### config.mk
export PLATFORM = sky130hd
export DESIGN_NAME = crp_sqrt_pipe
export DESIGN_NICKNAME = d
export VERILOG_FILES = /design/src/sv/crp_sqrt_pipe.sv
export SDC_FILE = /design/constraint.sdc
export NUM_CORES = 1
export LEC_CHECK = 0
export BUFFER_PORTS_ARGS = -buffer_cell sky130_fd_sc_hd__buf_2
export CAP_MARGIN = 10
export CORE_MARGIN = 5
export CORE_UTILIZATION = 49
export DETAILED_ROUTE_END_ITERATION = 12
export GPL_TIMING_DRIVEN = 0
export PLACE_DENSITY = 0.71
export SETUP_SLACK_MARGIN = 0.3
export SLEW_MARGIN = 15
export SYNTH_ARGS = -nofsm -noshare
export SYNTH_HDL_FRONTEND = slang
export SYNTH_SLANG_ARGS = --single-unit
### constraint.sdc
create_clock -name clk -period 2.7 [get_ports clk]
set_clock_uncertainty 0.05 [all_clocks]
set_input_delay 0.135 -clock clk [delete_from_list [all_inputs] [get_ports clk]]
set_output_delay 0.135 -clock clk [all_outputs]
set_load 0.03 [all_outputs]
### src/sv/crp_sqrt_pipe.sv
// pipelined integer square root, one root bit per stage
`timescale 1ns / 1ps
`default_nettype none

module crp_sqrt_pipe #(
	parameter int RW = 17
) (
	input  wire logic            clk,
	input  wire logic            en,
	input  wire logic [2*RW-1:0] arg,
	output logic      [RW-1:0]   root
);

	logic [RW:0]     rem_s  [RW];
	logic [RW-1:0]   root_s [RW];
	logic [2*RW-1:0] arg_s  [RW];

	generate
		for (genvar i = 0; i < RW; i++) begin : g_step
			logic [RW:0]     rem_i;
			logic [RW-1:0]   root_i;
			logic [2*RW-1:0] arg_i;
			logic [RW+2:0]   trial;
			logic [RW+2:0]   cand;
			logic [RW+2:0]   diff;
			logic            ge;

			if (i == 0) begin : g_first
				assign rem_i  = '0;
				assign root_i = '0;
				assign arg_i  = arg;
			end else begin : g_next
				assign rem_i  = rem_s[i-1];
				assign root_i = root_s[i-1];
				assign arg_i  = arg_s[i-1];
			end

			// next bit pair in, test against 4*root+1
			always_comb begin
				trial = {rem_i, arg_i[2*RW-1:2*RW-2]};
				cand  = {1'b0, root_i, 2'b01};
				diff  = trial - cand;
				ge    = (trial >= cand);
			end

			always_ff @(posedge clk) begin
				if (en) begin
					rem_s[i]  <= ge ? diff[RW:0] : trial[RW:0];
					root_s[i] <= {root_i[RW-2:0], ge};
					arg_s[i]  <= arg_i << 2;
				end
			end
		end
	endgenerate

	assign root = root_s[RW-1];

endmodule

`default_nettype wire

==> flow_summary.json, run 1 <==
{
  "status": "complete, but fails checks",
  "violations": "hold timing, setup timing",
  "syn-num-nets": 2640,
  "drive_gt1_frac": 0.345,
  "ys_warn_count": 0,
  "critPathBufInv": 3,
  "fill_cells": 4308,
  "synthTopCellsByArea": "edfxtp_1 (64%), ha_1 (6.6%), xnor2_1 (2.7%)",
  "netlist_area_um2": 32300,
  "grt_max_degree": 118,
  "ioPinCount": 53,
  "synth_top_family_by_area": "simple AND/OR/NAND/NOR gates",
  "hp-class": "in -> reg",
  "end_kind": "register",
  "core-area_um2": 65500,
  "cts_buffers": 74,
  "rows": 94,
  "avgSynthCellArea_um2": 13.3,
  "fp.dieH_um": 267,
  "synth_xor_area_frac": 0.0526,
  "cts_tree": "built",
  "placed_cells": 3355,
  "power_density_nw_per_um2": 725,
  "synth_edf_count": 693,
  "holdWs_ns": -0.00794,
  "fin_crit_ns": 2.71,
  "synth_largest_area_cell": "edfxtp_1",
  "rsz0062_at_grt": "yes",
  "antenna_found_initial": 1,
  "detail-route-antenna-nets": 0,
  "cts_htree_levels": 3,
  "critical_path.cell_chain": "ha_4 -> buf_8 -> nand4_1 -> a2111oi_4 -> a211oi_4 -> o211a_4 -> buf_6 -> clkbuf_16 -> nand2_4 -> o31ai_4",
  "cpMaxStageDelayCell": "edfxtp_1",
  "synthToLayoutAreaGrowth_pct": 33.4,
  "start_util": 0.493,
  "wl_per_cell_um": 19.5,
  "synthAdderAreaFrac": 0.0663,
  "utilization": 0.657,
  "yosys.area_share.simple": 0.0940,
  "overflow": 0,
  "cap_violations": 0,
  "cp-start-kind": "register",
  "slew_viol_final": 0,
  "arrival_ns": 3.03,
  "die_x_um": 267,
  "clock_path_buffers": 3,
  "instances_no_fill": 3799,
  "setup_ws_ns": -0.0150,
  "hold_viol_final": 3,
  "cp_slowest_stage_delay_ns": 0.47,
  "hpwl_um": 42900,
  "grt_pass1_vias": 20977,
  "place_congestion": 0.887,
  "drt-initial-drc-count": 1785,
  "ys_seq_area_frac": 0.645,
  "yosysTopAreaCellShare": 0.645,
  "synth_seq_cells": 693,
  "seq_area_um2": 20800,
  "maxSlewHeadroom": 0.474,
  "required_ns": 3.01,
  "total_power_uw": 31200,
  "ir_worst_vdd_mv": 0.636,
  "path_max_fanout": 5,
  "wirelength_um": 73900,
  "synthMuxAreaShare": 0.0190,
  "io_buffers": 52,
  "synth_cells": 2433,
  "clk_pin_slew_worst_paths_ns": 0.06,
  "ys.flop_type": "edfxtp_1",
  "firstDrtPassIters": 5,
  "vias": 21434,
  "synth_compound_area_frac": 0.0928,
  "clock_latency_ns": 0.62,
  "fmax_mhz": 368,
  "final_nets": 3085,
  "vias_per_cell": 5.64,
  "fin_crit_sh": 1.01,
  "multi_input_area_um2": 13900,
  "root_buffer": "clkbuf_16",
  "diodes": 0,
  "synth_cell_types": 84,
  "synthArstFlopShare": 0,
  "path_class": "reg -> reg",
  "grt.total_usage": 0.186,
  "die_area_um2": 71100,
  "p_leak_uw": 0.0164,
  "grt_pass1_wl_um": 108000,
  "cts_sinks": 693,
  "setup_violations": 9,
  "path_delay_family": "compound AO/OA/AOI/OAI gates",
  "route.detailed.drc": 0,
  "tightest_slew_ns": 0.789
}
## final timing paths
path	startpoint	to	slack [ns]	cells after the start
hold / removal	en	arg_s[0][1]$_DFFE_PP_	-0.008	1
setup reg to reg	rem_s[0][242]$_DFFE_PP_	rem_s[0][266]$_DFFE_PP_	-0.01	10
setup / recovery	rem_s[0][242]$_DFFE_PP_	rem_s[0][266]$_DFFE_PP_	-0.01	10
hold reg to reg	arg_s[0][117]$_DFFE_PP_	arg_s[0][151]$_DFFE_PP_	0.36	0
## layout by cell type (no fill, tap or decap), types with 20 or more instances in the layout
| cell type | n |
|---|---|
| nor3_1 | 48 |
| ha_1 | 83 |
| ha_4 | 77 |
| xor2_1 | 93 |
| o21ai_2 | 20 |
| edfxtp_1 | 693 |
| inv_1 | 180 |
| o21ai_1 | 20 |
| mux2_4 | 29 |
| buf_2 | 51 |
| a21oi_2 | 61 |
| a21oi_1 | 88 |
| xnor2_1 | 90 |
| inv_2 | 24 |
| buf_4 | 206 |
| nor2_2 | 23 |
| nor2_4 | 38 |
| a21o_1 | 27 |
| dlygate4sd3_1 | 35 |
| buf_12 | 21 |
| nand3_1 | 22 |
| nand2b_1 | 24 |
| clkbuf_16 | 86 |
| o21a_1 | 32 |
| o21ai_0 | 57 |
| nand4_1 | 32 |
| nand2_1 | 105 |
| nor2_1 | 95 |
| buf_6 | 52 |
## kinds of logic after synthesis
group / count (synthesis)
flip-flops: 693
AND/OR/NAND/NOR: 594
AO/OA/AOI/OAI: 474
buffers and inverters: 252
XOR/XNOR: 193
adder cells (fa/ha/maj): 171
multiplexers: 55
other: 1
## power by group
group          switching (µW)  leakage, µW  internal (µW)
logic                    3610      0.00857           3510
clock network            4240      0.00115           5710
registers                 793      0.00664          13300
total                    8640       0.0164          22600
## timing repair
| action | in CTS | in global routing |
|---|---|---|
| hold endpoints to repair | 35 | 0 |
| pin swaps | 112 | 144 |
| resized for setup | 390 | 464 |
| hold buffers | 35 | 0 |
| setup buffers | 143 | 119 |
| setup endpoints to repair | 240 | 244 |
| cloned | 7 | 7 |
## final cells by class
cell class,instances,share of cell area
flip-flops and latches,693,0.483
plain buffers,43,0.0141
clock buffers,85,0.0445
repair inverters,2,0.000639
clock inverters,48,0.0112
repair buffers,366,0.0782
inverters,209,0.0194
multi-input cells,1489,0.324
well taps,864,0.0251
## synthesized netlist by cell type (all sizes together) (27+ instances only)
cell type	instances
a21o	28
a21oi	155
edfxtp	693
ha	171
inv	209
mux2	47
nand2	129
nand3	30
nand4	32
nor2	156
nor3	64
o21a	34
o21ai	100
o31ai	27
or3	30
xnor2	99
xor2	94
## per-stage QoR
step           area (µm²)  setup TNS (ns)  setup slack, ns
3_3_place_gp        33900        -5880.99            -8.55
2_1_floorplan       32600               0            0.187
3_5_place_dp        34100          -25.73           -0.661
4_1_cts             39900               0           0.0559
5_1_grt             43100           -1.49           -0.140
6_report            43100         -0.0510          -0.0150
## per-layer routing
metal  GRT usage  up-vias  part of all wire
met2       0.310      649              0.50
met1       0.250    10632              0.42
li1            -     9988                 -
met4      0.0608        2             0.026
met3      0.0312      163             0.053
met5           0        -           0.00016
## sequential cells by signal, summed over array words and instances (netlist names)
signal,flops
arg_s,272
rem_s,268
root_s,153
Note: power is estimated with default switching activity, not from simulation.
==> inputs of run 2 (changes only) <==
--- a/config.mk
+++ b/config.mk
@@ -12,6 +12,7 @@
 export DETAILED_ROUTE_END_ITERATION = 12
 export GPL_TIMING_DRIVEN = 0
 export PLACE_DENSITY = 0.71
+export REMOVE_ABC_BUFFERS = 1
 export SETUP_SLACK_MARGIN = 0.3
 export SLEW_MARGIN = 15
 export SYNTH_ARGS = -nofsm -noshare
==> run 2 against run 1 <==
Effect of this change:
- the flow still finishes with violations (hold timing, setup timing)
- non-clock buffer count is 34 lower
- hold slack got worse by 0.049 ns
- wire length decreased by 0.72%
- die area did not move
- sequential power is essentially flat
- maximum frequency down 1.4%
- first-iteration DRC count grew 5.5%
- global-route usage is 0.094 points higher
- total power down 1.6%
- core utilization is 1.3 points lower
- clock power shrank 3.2%
- cell count down 0.71%
- largest power group unchanged
==> flow_summary.json, run 2 (synthesized netlist as in run 1, its figures left out) <==
{
  "status": "complete, but fails checks",
  "violations": "hold timing, setup timing",
  "p_switching_uw": 8470,
  "cap_violations": 0,
  "drt-initial-drc-count": 1883,
  "maxSlewHeadroom": 0.408,
  "vias": 21578,
  "critical_path.cell_chain": "ha_4 -> and4_1 -> a211o_1 -> a21oi_4 -> o221a_4 -> clkinvlp_4 -> mux2_2",
  "p_int_uw": 22200,
  "fmax_mhz": 363,
  "detail-route-antenna-nets": 0,
  "cts_htree_levels": 3,
  "die_x_um": 267,
  "placed_cells": 3315,
  "final_nets": 3063,
  "route.detailed.drc": 0,
  "grt.total_usage": 0.187,
  "r2r_cells": 7,
  "total_power_uw": 30700,
  "holdWs_ns": -0.0573,
  "start_util": 0.493,
  "fill_cells": 4356,
  "setup_ws_ns": -0.0549,
  "drive_gt1_frac": 0.323,
  "overflow": 0,
  "hold_viol_final": 68,
  "seq_area_um2": 20800,
  "arrival_ns": 3.06,
  "cts_sinks": 693,
  "vias_per_cell": 5.72,
  "firstDrtPassIters": 8,
  "p_leak_uw": 0.0158,
  "fp.dieH_um": 267,
  "cts_buffers": 72,
  "grt_pass1_vias": 21191,
  "final_cell_mix": "edfxtp_1 (693), buf_4 (215), inv_1 (183), a21oi_1 (117), nand2_1 (113)",
  "diodes": 0,
  "clock_path_buffers": 3,
  "root_buffer": "clkbuf_16",
  "largest_registers": "arg_s: 272 flops, rem_s: 268 flops, root_s: 153 flops",
  "stdcell_area_um2": 42200,
  "wirelength_um": 73400,
  "cpMaxStageDelayCell": "edfxtp_1",
  "ioPinCount": 53,
  "grt_pass1_wl_um": 109000,
  "clk_pin_slew_worst_paths_ns": 0.06,
  "multi_input_area_um2": 13900,
  "slew_viol_final": 0,
  "place_congestion": 0.917,
  "rsz0062_at_grt": "yes",
  "worstSetupStartpoint": "rem_s[0][183]$_DFFE_PP_",
  "cts_hold_buf": 35,
  "die_area_um2": 71100,
  "tightest_slew_ns": 0.887,
  "ir_worst_vdd_mv": 0.522,
  "clock_latency_ns": 0.61,
  "synthToLayoutAreaGrowth_pct": 30.7,
  "end_kind": "register",
  "cp-start-kind": "register",
  "largest_reg_flops": 272,
  "final_common_cell": "edfxtp_1",
  "pwr-share-seq": 0.460,
  "setup_violations": 12,
  "crit_path_end": "rem_s[0][206]$_DFFE_PP_",
  "placed_cell_area_um2": 33700,
  "p_comb_frac": 0.225,
  "core-area_um2": 65500,
  "fin_crit_ns": 2.75,
  "path_max_fanout": 5,
  "r2r-start": "rem_s[0][183]$_DFFE_PP_",
  "ff2ff_setup_slack_ns": -0.05,
  "instances_no_fill": 3772,
  "hp-class": "in -> reg",
  "p_sw_frac": 0.276,
  "setup_tns_ns": -0.453,
  "grt_max_degree": 120,
  "top_register": "arg_s",
  "fin_crit_sh": 1.02,
  "p_clk_frac": 0.314,
  "path_class": "reg -> reg",
  "reg2reg_to": "rem_s[0][206]$_DFFE_PP_",
  "hpwl_um": 39900,
  "antenna_found_initial": 1,
  "power_density_nw_per_um2": 727,
  "cp_slowest_stage_delay_ns": 0.50,
  "wl_per_cell_um": 19.5,
  "cts_tree": "built",
  "io_buffers": 52,
  "rows": 94,
  "required_ns": 3.01
}
==> run 2: worst min path at each step <==
stage	from	slack [ns]	end	depth (start not counted)
2_1_floorplan	arg[0]	0.18	arg_s[0][0]$_DFFE_PP_	0
3_3_place_gp	arg[20]	0.26	arg_s[0][20]$_DFFE_PP_	1
3_5_place_dp	arg[30]	0.26	arg_s[0][30]$_DFFE_PP_	1
4_1_cts	en	-0.08	arg_s[0][1]$_DFFE_PP_	1
5_1_grt	en	-0.07	arg_s[0][1]$_DFFE_PP_	1
6_report	en	-0.06	arg_s[0][1]$_DFFE_PP_	1
==> run 2: power by group through the flow <==
stage	registers, µW	clock network [µW]	logic, µW
final	14100	9640	6920
after global routing	14200	10300	7440
after CTS	14100	9850	5780
after detailed placement	14200	0	4400
after global placement	14400	0	4220
after floorplan	14000	0	3250
==> run 2: through the flow <==
stage               hold WS [ns]  setup WS (ns)  utilization
global placement           0.261          -8.54        0.510
CTS                      -0.0795         0.0537        0.609
global route             -0.0681        -0.0805        0.644
finish                   -0.0573        -0.0549        0.644
floorplan                  0.184         -0.286            -
detailed placement         0.263         -0.970        0.514
==> run 2: critical path, delay by kind of cell (launching register included) <==
| kind | cells | cell delay, ns |
|---|---|---|
| and+or+nand+nor | 1 | 0.23 |
| AOI/OAI and AO/OA | 3 | 0.82 |
| adders and majority gates | 1 | 0.31 |
| DFF | 1 | 0.50 |
| buffers and inverters | 1 | 0.24 |
| muxes | 1 | 0.33 |
==> run 2: timing repair <==
action	4_1_cts	5_1_grt
resized for setup	386	327
pin swaps	124	139
cloned	14	5
setup endpoints to repair	322	329
setup buffers	181	96
endpoints found under the hold margin	103	68
==> run 2: metal layers <==
| metal | track usage | vias up | wire (µm) | share of wire |
|---|---|---|---|---|
| met4 | 0.0617 | 0 | 2070 | 0.028 |
| li1 | - | 9960 | - | - |
| met3 | 0.0385 | 180 | 5370 | 0.073 |
| met2 | 0.304 | 844 | 36100 | 0.49 |
| met5 | 0 | - | 0 | 0 |
| met1 | 0.253 | 10594 | 29800 | 0.41 |
==> run 2: final cells by class <==
cell class	instances	area share
multi-input combinational	1500	0.330
timing repair inverter	5	0.00113
timing repair buffer	375	0.0775
tap	864	0.0256
inverter	209	0.0192
sequential	693	0.493
clock inverter	39	0.00845
clock buffer	87	0.0455
