**config.mk**
```make
export PLATFORM = sky130hd
export DESIGN_NAME = crp_div_pipe
export DESIGN_NICKNAME = d
export VERILOG_FILES = /design/src/sv/crp_div_pipe.sv
export SDC_FILE = /design/constraint.sdc
export NUM_CORES = 1
export LEC_CHECK = 0
export ABC_AREA = 0
export BUFFER_PORTS_ARGS = -buffer_cell sky130_fd_sc_hd__buf_4
export CORE_MARGIN = 10
export CORE_UTILIZATION = 46
export CTS_CLUSTER_DIAMETER = 150
export DETAILED_ROUTE_END_ITERATION = 12
export MAX_ROUTING_LAYER = met4
export PLACE_DENSITY = 0.64
export SLEW_MARGIN = 20
export SYNTH_ARGS = -nofsm -noshare
export SYNTH_HDL_FRONTEND = slang
export SYNTH_SLANG_ARGS = --single-unit
```
**constraint.sdc**
```tcl
create_clock -name clk -period 5.6 [get_ports clk]
set_clock_uncertainty 0.15 [all_clocks]
set_input_delay 0.56 -clock clk [delete_from_list [all_inputs] [get_ports clk]]
set_output_delay 0.56 -clock clk [all_outputs]
set_load 0.005 [all_outputs]
```
**src/sv/crp_div_pipe.sv**
```systemverilog
// pipelined restoring divider, one quotient bit per stage
`timescale 1ns / 1ps
`default_nettype none

module crp_div_pipe #(
	parameter int QW = 18,
	parameter int DW = 16
) (
	input  wire logic          clk,
	input  wire logic          en,
	input  wire logic [DW-1:0] rem0,
	input  wire logic [QW-1:0] nbits,
	input  wire logic [DW-1:0] den,
	output logic      [QW-1:0] quo
);

	logic [DW-1:0] rem_s [QW];
	logic [QW-1:0] nb_s  [QW];
	logic [DW-1:0] den_s [QW];
	logic [QW-1:0] quo_s [QW];

	generate
		for (genvar i = 0; i < QW; i++) begin : g_step
			logic [DW-1:0] rem_i;
			logic [DW-1:0] den_i;
			logic [QW-1:0] nb_i;
			logic [QW-1:0] quo_i;
			logic [DW:0]   trial;
			logic [DW:0]   diff;
			logic          ge;

			if (i == 0) begin : g_first
				assign rem_i = rem0;
				assign nb_i  = nbits;
				assign den_i = den;
				assign quo_i = '0;
			end else begin : g_next
				assign rem_i = rem_s[i-1];
				assign nb_i  = nb_s[i-1];
				assign den_i = den_s[i-1];
				assign quo_i = quo_s[i-1];
			end

			// bring in the next numerator bit and try a subtract
			always_comb begin
				trial = {rem_i, nb_i[QW-1]};
				diff  = trial - {1'b0, den_i};
				ge    = (trial >= {1'b0, den_i});
			end

			always_ff @(posedge clk) begin
				if (en) begin
					rem_s[i] <= ge ? diff[DW-1:0] : trial[DW-1:0];
					nb_s[i]  <= nb_i << 1;
					den_s[i] <= den_i;
					quo_s[i] <= {quo_i[QW-2:0], ge};
				end
			end
		end
	endgenerate

	assign quo = quo_s[QW-1];

endmodule

`default_nettype wire

```
==> flow_summary.rst, run 1 <==
.. list-table::
   :header-rows: 1

   * - Metric
     - Value
   * - Initial core utilization
     - 46.5%
   * - Number of warning messages in the yosys log
     - 0
   * - Distinct cells, synth
     - 74
   * - Grt ovf
     - 0
   * - Cell chosen for the clock root
     - clkbuf_16
   * - Top area cells in the synthesized netlist
     - edfxtp_1, ha_1, mux2_2, inv_1, xnor2_1
   * - Pins Over Slew Limit
     - 0
   * - Worst-Skew Late Latency
     - roughly 0.67 ns
   * - Critical Path Sink Type
     - register
   * - Cell count after synthesis
     - between 3000 and 4000
   * - Final setup fails
     - 0
   * - Global-route wire length before repair
     - ~130000 um
   * - Power density relative to cell area
     - approximately 540 nW/um^2
   * - Post-detailed-route DRC marker count
     - 0
   * - Path type of the worst setup path
     - reg -> reg
   * - TritonCTS clock tree
     - yes
   * - Detail-routed via count per cell
     - between 5 and 6
   * - Count of instances resized after the clock tree is built
     - 0
   * - Share of the synthesized area in the top cell type
     - roughly three fifths
   * - Count of nets after finishing
     - between 3000 and 4000
   * - Number of clock sinks
     - 868
   * - Period Utilization, post-route
     - about 72%
   * - Count of H-tree levels built during CTS
     - 3
   * - Rel. slew slack
     - between 20% and 30%
   * - Worst-Margin Slew
     - approximately 1.1 ns
   * - Placer's final routability congestion estimate
     - about 0.88
   * - Setup TNS after final layout
     - 0 ns
   * - Critical path's slowest cell
     - a311oi_4
   * - Number of max-capacitance violations reported
     - 0
   * - Residual antenna-violating net count after detailed routing
     - 0
   * - Post-synthesis net count
     - approximately 3600
   * - Synthesis-stage register bit count
     - 868
   * - Largest area contributor in the netlist
     - edfxtp_1
   * - Die span in y
     - between 300 and 400 um
   * - Placed wire-length estimate after detailed placement
     - about 56000 um
   * - Number of diodes
     - 0
   * - Drt total wl
     - roughly 79000 um
   * - Run status
     - finished clean
   * - EDFF count, synth
     - 868
   * - Clk pin slew, worst setup/hold paths
     - roughly 0.060 ns
   * - Boundary pin count
     - 70
   * - Clock Path Buffers
     - 3
   * - Setup repair after global routing missed its margin
     - no
   * - Post-DR wirelength/cell
     - 16.8 um
   * - Max IR drop VDD
     - around 0.00025 V
   * - Total Die Area
     - approximately 110000 sq um
   * - Total number of vias
     - 24703
   * - CP startpoint kind
     - register
   * - Area of the core
     - a little over 90000 sq um
   * - Number of endpoints with negative hold slack in the final report
     - 0
   * - DR pass1 iterations
     - 5
   * - Detailed Route Iter0 Violations
     - 1645
   * - Post-placement cell count
     - 4504
   * - Static power due to leakage
     - around 19 nW
   * - Cell area after synthesis
     - ~43000 sq um
   * - Highest Clock Rate
     - around 250 MHz
   * - Chain of cells forming the critical path
     - inv_1, ha_1, nor2b_1, o31a_1, o31ai_2, nand4b_1, a21oi_1, o311ai_1, a311oi_4, mux2_2
   * - Proportion of synthesized chip area in sequential cells
     - about three fifths
   * - Number of buffers created by CTS
     - 94
   * - Area Overhead vs Synth
     - 13.4%
   * - Flop2flop setup slack
     - 1.56 ns
   * - Final worst path period need
     - 4.04 ns
   * - Placement Rows
     - ~110
   * - Syn Area/Cell
     - ~13 sq um
   * - Fraction of final layout cells sized beyond drive strength 1
     - around an eighth
   * - Final Non-Filler Cells
     - approximately 4700
   * - Data arrival time of the critical path
     - between 4 and 5 ns
   * - IO buf count
     - 69
   * - Type of the most critical hold path
     - in -> reg
   * - Flip-flop cell with the highest count after synthesis
     - edfxtp_1
   * - Filler cell count in the final layout
     - slightly below 8000
   * - CP max stage delay
     - ~1 ns
   * - Overall track demand over capacity in global routing
     - between 10% and 20%
   * - Worst endpoint required time
     - approximately 5.9 ns
   * - Number of global-route vias before repair
     - 24866
   * - Chip width
     - between 300 and 400 um
   * - Maximum number of pins on one net before global-route repair
     - approximately 130
   * - Antenna violations before repair
     - 0
   * - Largest fanout on the critical path
     - 17
   * - Fraction of registers with async set/reset
     - 0%
## cell type report
class	count	area (sq um)	area share, %
Timing Repair Buffer	120	1050	2.18
Clock inverter	58	817	1.69
Sequential cell	868	26100	53.9
Multi-Input combinational cell	1943	15100	31.1
Clock buffer	114	2470	5.11
Tap cell	1243	1560	3.21
Inverter	364	1370	2.82
## cells by family (layout without fill, tap and decap cells)
logic type                 after synthesis  count (layout)  share of synthesized area (%)
AOI/OAI and AO/OA                      660             660                           9.93
xor gates and xnor gates               191             191                           3.92
adders and majority gates              305             305                           9.25
buffers and inverters                  403             656                           3.63
DFF                                    868             868                           61.1
muxes                                  223             223                           5.80
and+or+nand+nor                        564             564                           6.36
## synth_stat cells (40+ instances only)
cell	count
nand2_1	124
edfxtp_1	868
a21o_1	53
nand4_1	40
mux2_2	185
xor2_1	55
ha_1	288
o21ai_0	134
inv_1	364
nor2b_1	46
a21oi_1	212
nor2_1	190
xnor2_1	136
o21a_1	53
## state kept, by name (all words and copies together) (netlist names)
signal,flops
den_s,272
nb_s,153
quo_s,171
rem_s,272
## per-stage QoR
step           utilization [%]  setup WS, ns  total power [mW]  area (sq um)  hold WS, ns
2_1_floorplan                -          2.26              17.4         42600        0.250
3_3_place_gp              48.7          1.77              19.6         44700        0.250
3_5_place_dp              48.7          1.67              19.7         44700        0.255
4_1_cts                   52.7          1.65              26.5         48400       0.0107
5_1_grt                   52.7          1.45              28.0         48400       0.0355
6_report                  52.7          1.56              26.2         48400       0.0636
## path summary, 6_finish.rpt
kind	start	to	cells after the start
max	den_s[1][1]	rem_s[2][14]	10
min	rem0[3]	rem_s[0][4]	2
max reg2reg	den_s[1][1]	rem_s[2][14]	10
min reg2reg	nb_s[3][13]	nb_s[4][14]	0
## what timing repair did
| item | CTS | global route |
|---|---|---|
| hold endpoints to repair | 33 | 0 |
| setup buffers | 0 | 0 |
| hold buffers | 33 | 0 |
## critical path: cells and delay by family (launching register included)
kind / cells / cell delay, ns
flip-flops: 1 / 0.45
AO/OA/AOI/OAI: 5 / 2.09
buffers and inverters: 1 / 0.10
AND/OR/NAND/NOR: 2 / 0.32
multiplexers: 1 / 0.43
adder cells (fa/ha/maj): 1 / 0.24
## metal layers
layer	routed length [um]	track usage (%)
met3	2210	2.48
met1	32200	16.8
met2	42000	27.3
met4	2590	5.39
met5	0	-
## power breakdown
part	leakage, nW	internal [mW]	switching [mW]	total [mW]
sequential	8.47	9.18	0.715	9.90
combinational	8.95	4.64	5.14	9.77
clock	1.57	3.98	2.57	6.55
total	19.0	17.8	8.42	26.2
## placed cells by master, fill, tap and decap left out, types with 53 or more instances in the layout
cell and n:
a21o_1 53, a21oi_1 212, buf_4 81, clkbuf_16 96
edfxtp_1 868, ha_1 288, inv_1 364, mux2_2 185
nand2_1 124, nor2_1 190, o21a_1 53, o21ai_0 134
xnor2_1 136, xor2_1 55
(Power assumes the default switching activity.)
==> inputs of run 2 (changes only) <==
- clock period: 5.6 -> 4 ns (I/O delays scaled with it)
==> run 2 against run 1 <==
Power is 37% higher. Count of clock-buffer cells in the layout is the same. Die area unchanged. Sequential power increased by 40%. Clock power increased by 27%. Sequential cell count is the same. Sequential share of layout area down 0.12 points. Routed wire length fell by 1.6%. Hold slack better by 0.13 ns.
==> flow_summary.rst, run 2 (same netlist as run 1, synthesis figures left out) <==
.. list-table::
   :header-rows: 1

   * - Metric
     - Value
   * - Pins Over Slew Limit
     - 0
   * - Number of diodes
     - 0
   * - Largest fanout on the critical path
     - 17
   * - Number of clock sinks
     - a little under 900
   * - Met2 WL
     - slightly above 40000 um
   * - End of the worst register-to-register path
     - rem_s[2][9]
   * - Final setup fails
     - 0
   * - Endpoint of the worst setup timing path
     - rem_s[2][9]
   * - Period Utilization, post-route
     - around 90%
   * - Critical path startpoint
     - den_s[1][2]
   * - Critical Path Sink Type
     - register
   * - Highest Clock Rate
     - 282 MHz
   * - Boundary pin count
     - 70
   * - Fraction of final layout cells sized beyond drive strength 1
     - roughly 13%
   * - Detail Route met3 WL
     - about 2500 um
   * - Global-route wire length before repair
     - between 100000 and 150000 um
   * - Startpoint of the most critical register-to-register path
     - den_s[1][2]
   * - Number of buffers created by CTS
     - 94
   * - Placer's final routability congestion estimate
     - roughly 0.86
   * - Final worst slack
     - about 0.46 ns
   * - Count of instances resized after the clock tree is built
     - 0
   * - Run status
     - finished clean
   * - Final core utilization
     - a little over half
   * - Area Overhead vs Synth
     - 13.7%
   * - Max IR drop VDD
     - slightly below 0.0004 V
   * - Residual antenna-violating net count after detailed routing
     - 0
   * - Maximum number of pins on one net before global-route repair
     - 81
   * - Rel. slew slack
     - a little under half
   * - Worst hold path stage count
     - 1
   * - IO buf count
     - 69
   * - Placed wire-length estimate after detailed placement
     - around 56000 um
   * - Worst-Margin Slew
     - 0.810 ns
   * - Number of max-capacitance violations reported
     - 0
   * - Post-route cell area
     - approximately 48000 sq um
   * - DR pass1 iterations
     - 5
   * - TritonCTS clock tree
     - yes
   * - Setup repair after global routing missed its margin
     - no
   * - Final worst path period need
     - roughly 3.5 ns
   * - Chain of cells forming the critical path
     - inv_1, ha_1, o21a_1, o31a_1, o31ai_2, nand4b_1, a21oi_1, o311ai_1, a311oi_4, buf_4, mux2_2
   * - Chip width
     - 324 um
   * - Detail-routed via count per cell
     - ~5.2
   * - Detailed Route Iter0 Violations
     - 1536
   * - Post-placement cell count
     - 4528
   * - Count of H-tree levels built during CTS
     - 3
   * - Leading cell type in the layout, fill and taps excluded
     - edfxtp_1
   * - Number of endpoints with negative hold slack in the final report
     - 0
   * - Static power due to leakage
     - about 19 nW
   * - Part of the total power dissipated in the clock network
     - ~23%
   * - Sw frac
     - roughly 32%
   * - Initial core utilization
     - roughly 46%
   * - Post-DP Area
     - about 45000 sq um
   * - Power density relative to cell area
     - around 740 nW/um^2
   * - Count of nets after finishing
     - approximately 3800
   * - Highest-count cells in the layout ignoring fill and taps
     - edfxtp_1, inv_1, ha_1, a21oi_1, nor2_1
   * - Total Die Area
     - around 110000 sq um
   * - Total number of vias
     - 24850
   * - Cell chosen for the clock root
     - clkbuf_16
   * - Die span in y
     - around 320 um
   * - Overall power
     - roughly 36 mW
   * - Placement Rows
     - 111
   * - Overall track demand over capacity in global routing
     - between 10% and 20%
   * - Flop2flop setup slack
     - between 0.4 and 0.5 ns
   * - Highest routed metal layer
     - met4
   * - Final Non-Filler Cells
     - about 4700
   * - CP startpoint kind
     - register
   * - Combinational fraction of design power
     - 38.3%
   * - Clk pin slew, worst setup/hold paths
     - 0.06 ns
   * - Internal power component
     - about 24 mW
   * - Switching power of the nets
     - 11.7 mW
   * - Antenna violations before repair
     - 0
   * - Grt ovf
     - 0
   * - Sequential group share of total power
     - roughly 39%
   * - Drt total wl
     - ~80000 um
   * - Setup TNS after final layout
     - 0 ns
   * - Worst endpoint required time
     - roughly 4.3 ns
   * - Post-detailed-route DRC marker count
     - 0
   * - Setup WS pre-CTS
     - roughly 0.46 ns
   * - Clock Path Buffers
     - 3
   * - Filler cell count in the final layout
     - about 7700
   * - Critical path's slowest cell
     - edfxtp_1
   * - Met1 routed wirelength after detailed routing
     - 31800 um
   * - Path depth of the worst reg2reg path
     - 11
   * - Largest registers ranked by flip-flop count
     - den_s: 272 flops, rem_s: 272 flops, quo_s: 171 flops
   * - Post-DR wirelength/cell
     - ~16 um
   * - Worst Hold Slack
     - between 0.15 and 0.2 ns
   * - Worst-Skew Late Latency
     - between 0.6 and 0.7 ns
   * - Type of the most critical hold path
     - in -> reg
   * - Path type of the worst setup path
     - reg -> reg
   * - Area of the core
     - between 90000 and 100000 sq um
   * - Data arrival time of the critical path
     - approximately 3.8 ns
   * - CP max stage delay
     - ~0.40 ns
   * - Number of global-route vias before repair
     - 25118
## run 2: cell types whose count changed in the layout (fill, tap and decap cells not counted), sizes merged
cell,previous run,this run
buf,87,110
dlygate4sd3,33,50
clkinvlp,7,6
inv,366,367
bufinv,18,7
clkinv,31,38
## run 2: how the worst min path moves through the flow
stage / start / endpoint / slack, ns
5_1_grt: en / nb_s[5][6] / 0.17
4_1_cts: en / nb_s[7][7] / 0.16
3_3_place_gp: quo_s[12][3] / quo_s[13][4] / 0.25
6_report: en / nb_s[5][6] / 0.19
3_5_place_dp: nb_s[9][12] / nb_s[10][13] / 0.25
2_1_floorplan: nb_s[9][9] / nb_s[10][10] / 0.25
## run 2: layout make-up
type / instances / area [sq um] / share of cell area [%]
Inverter: 364 / 1370 / 2.82
Multi-Input combinational cell: 1943 / 15000 / 31.0
Clock inverter: 54 / 522 / 1.08
Sequential cell: 868 / 26100 / 53.8
Clock buffer: 114 / 2450 / 5.05
Timing Repair Buffer: 160 / 1480 / 3.06
Tap cell: 1243 / 1560 / 3.21
## run 2: timing repair
action	CTS	global route
endpoints found under the hold margin	49	0
hold buffers	50	0
buffers inserted	0	0
## run 2: per-layer routing
| metal | global-route usage, % | vias up |
|---|---|---|
| met3 | 2.33 | 169 |
| met2 | 26.6 | 404 |
| met1 | 16.6 | 11867 |
| li1 | - | 12410 |
| met4 | 5.86 | 0 |
| met5 | - | - |
## run 2: power by group through the flow
| stage | sequential (mW) | clock [mW] | combinational [mW] |
|---|---|---|---|
| 2_1_floorplan | 13.6 | 0 | 10.8 |
| 3_3_place_gp | 14.1 | 0 | 13.4 |
| 3_5_place_dp | 14.1 | 0 | 13.7 |
| 4_1_cts | 13.9 | 8.59 | 13.8 |
| 5_1_grt | 14.1 | 8.96 | 15.4 |
| 6_report | 13.9 | 8.32 | 13.8 |
## run 2: critical path, delay by kind of cell (launching register included)
family	cells	cell delay, ns
compound gates	6	1.49
fa+ha+maj	1	0.38
buf+inv	2	0.35
flops	1	0.40
mux	1	0.37
simple gates	1	0.15
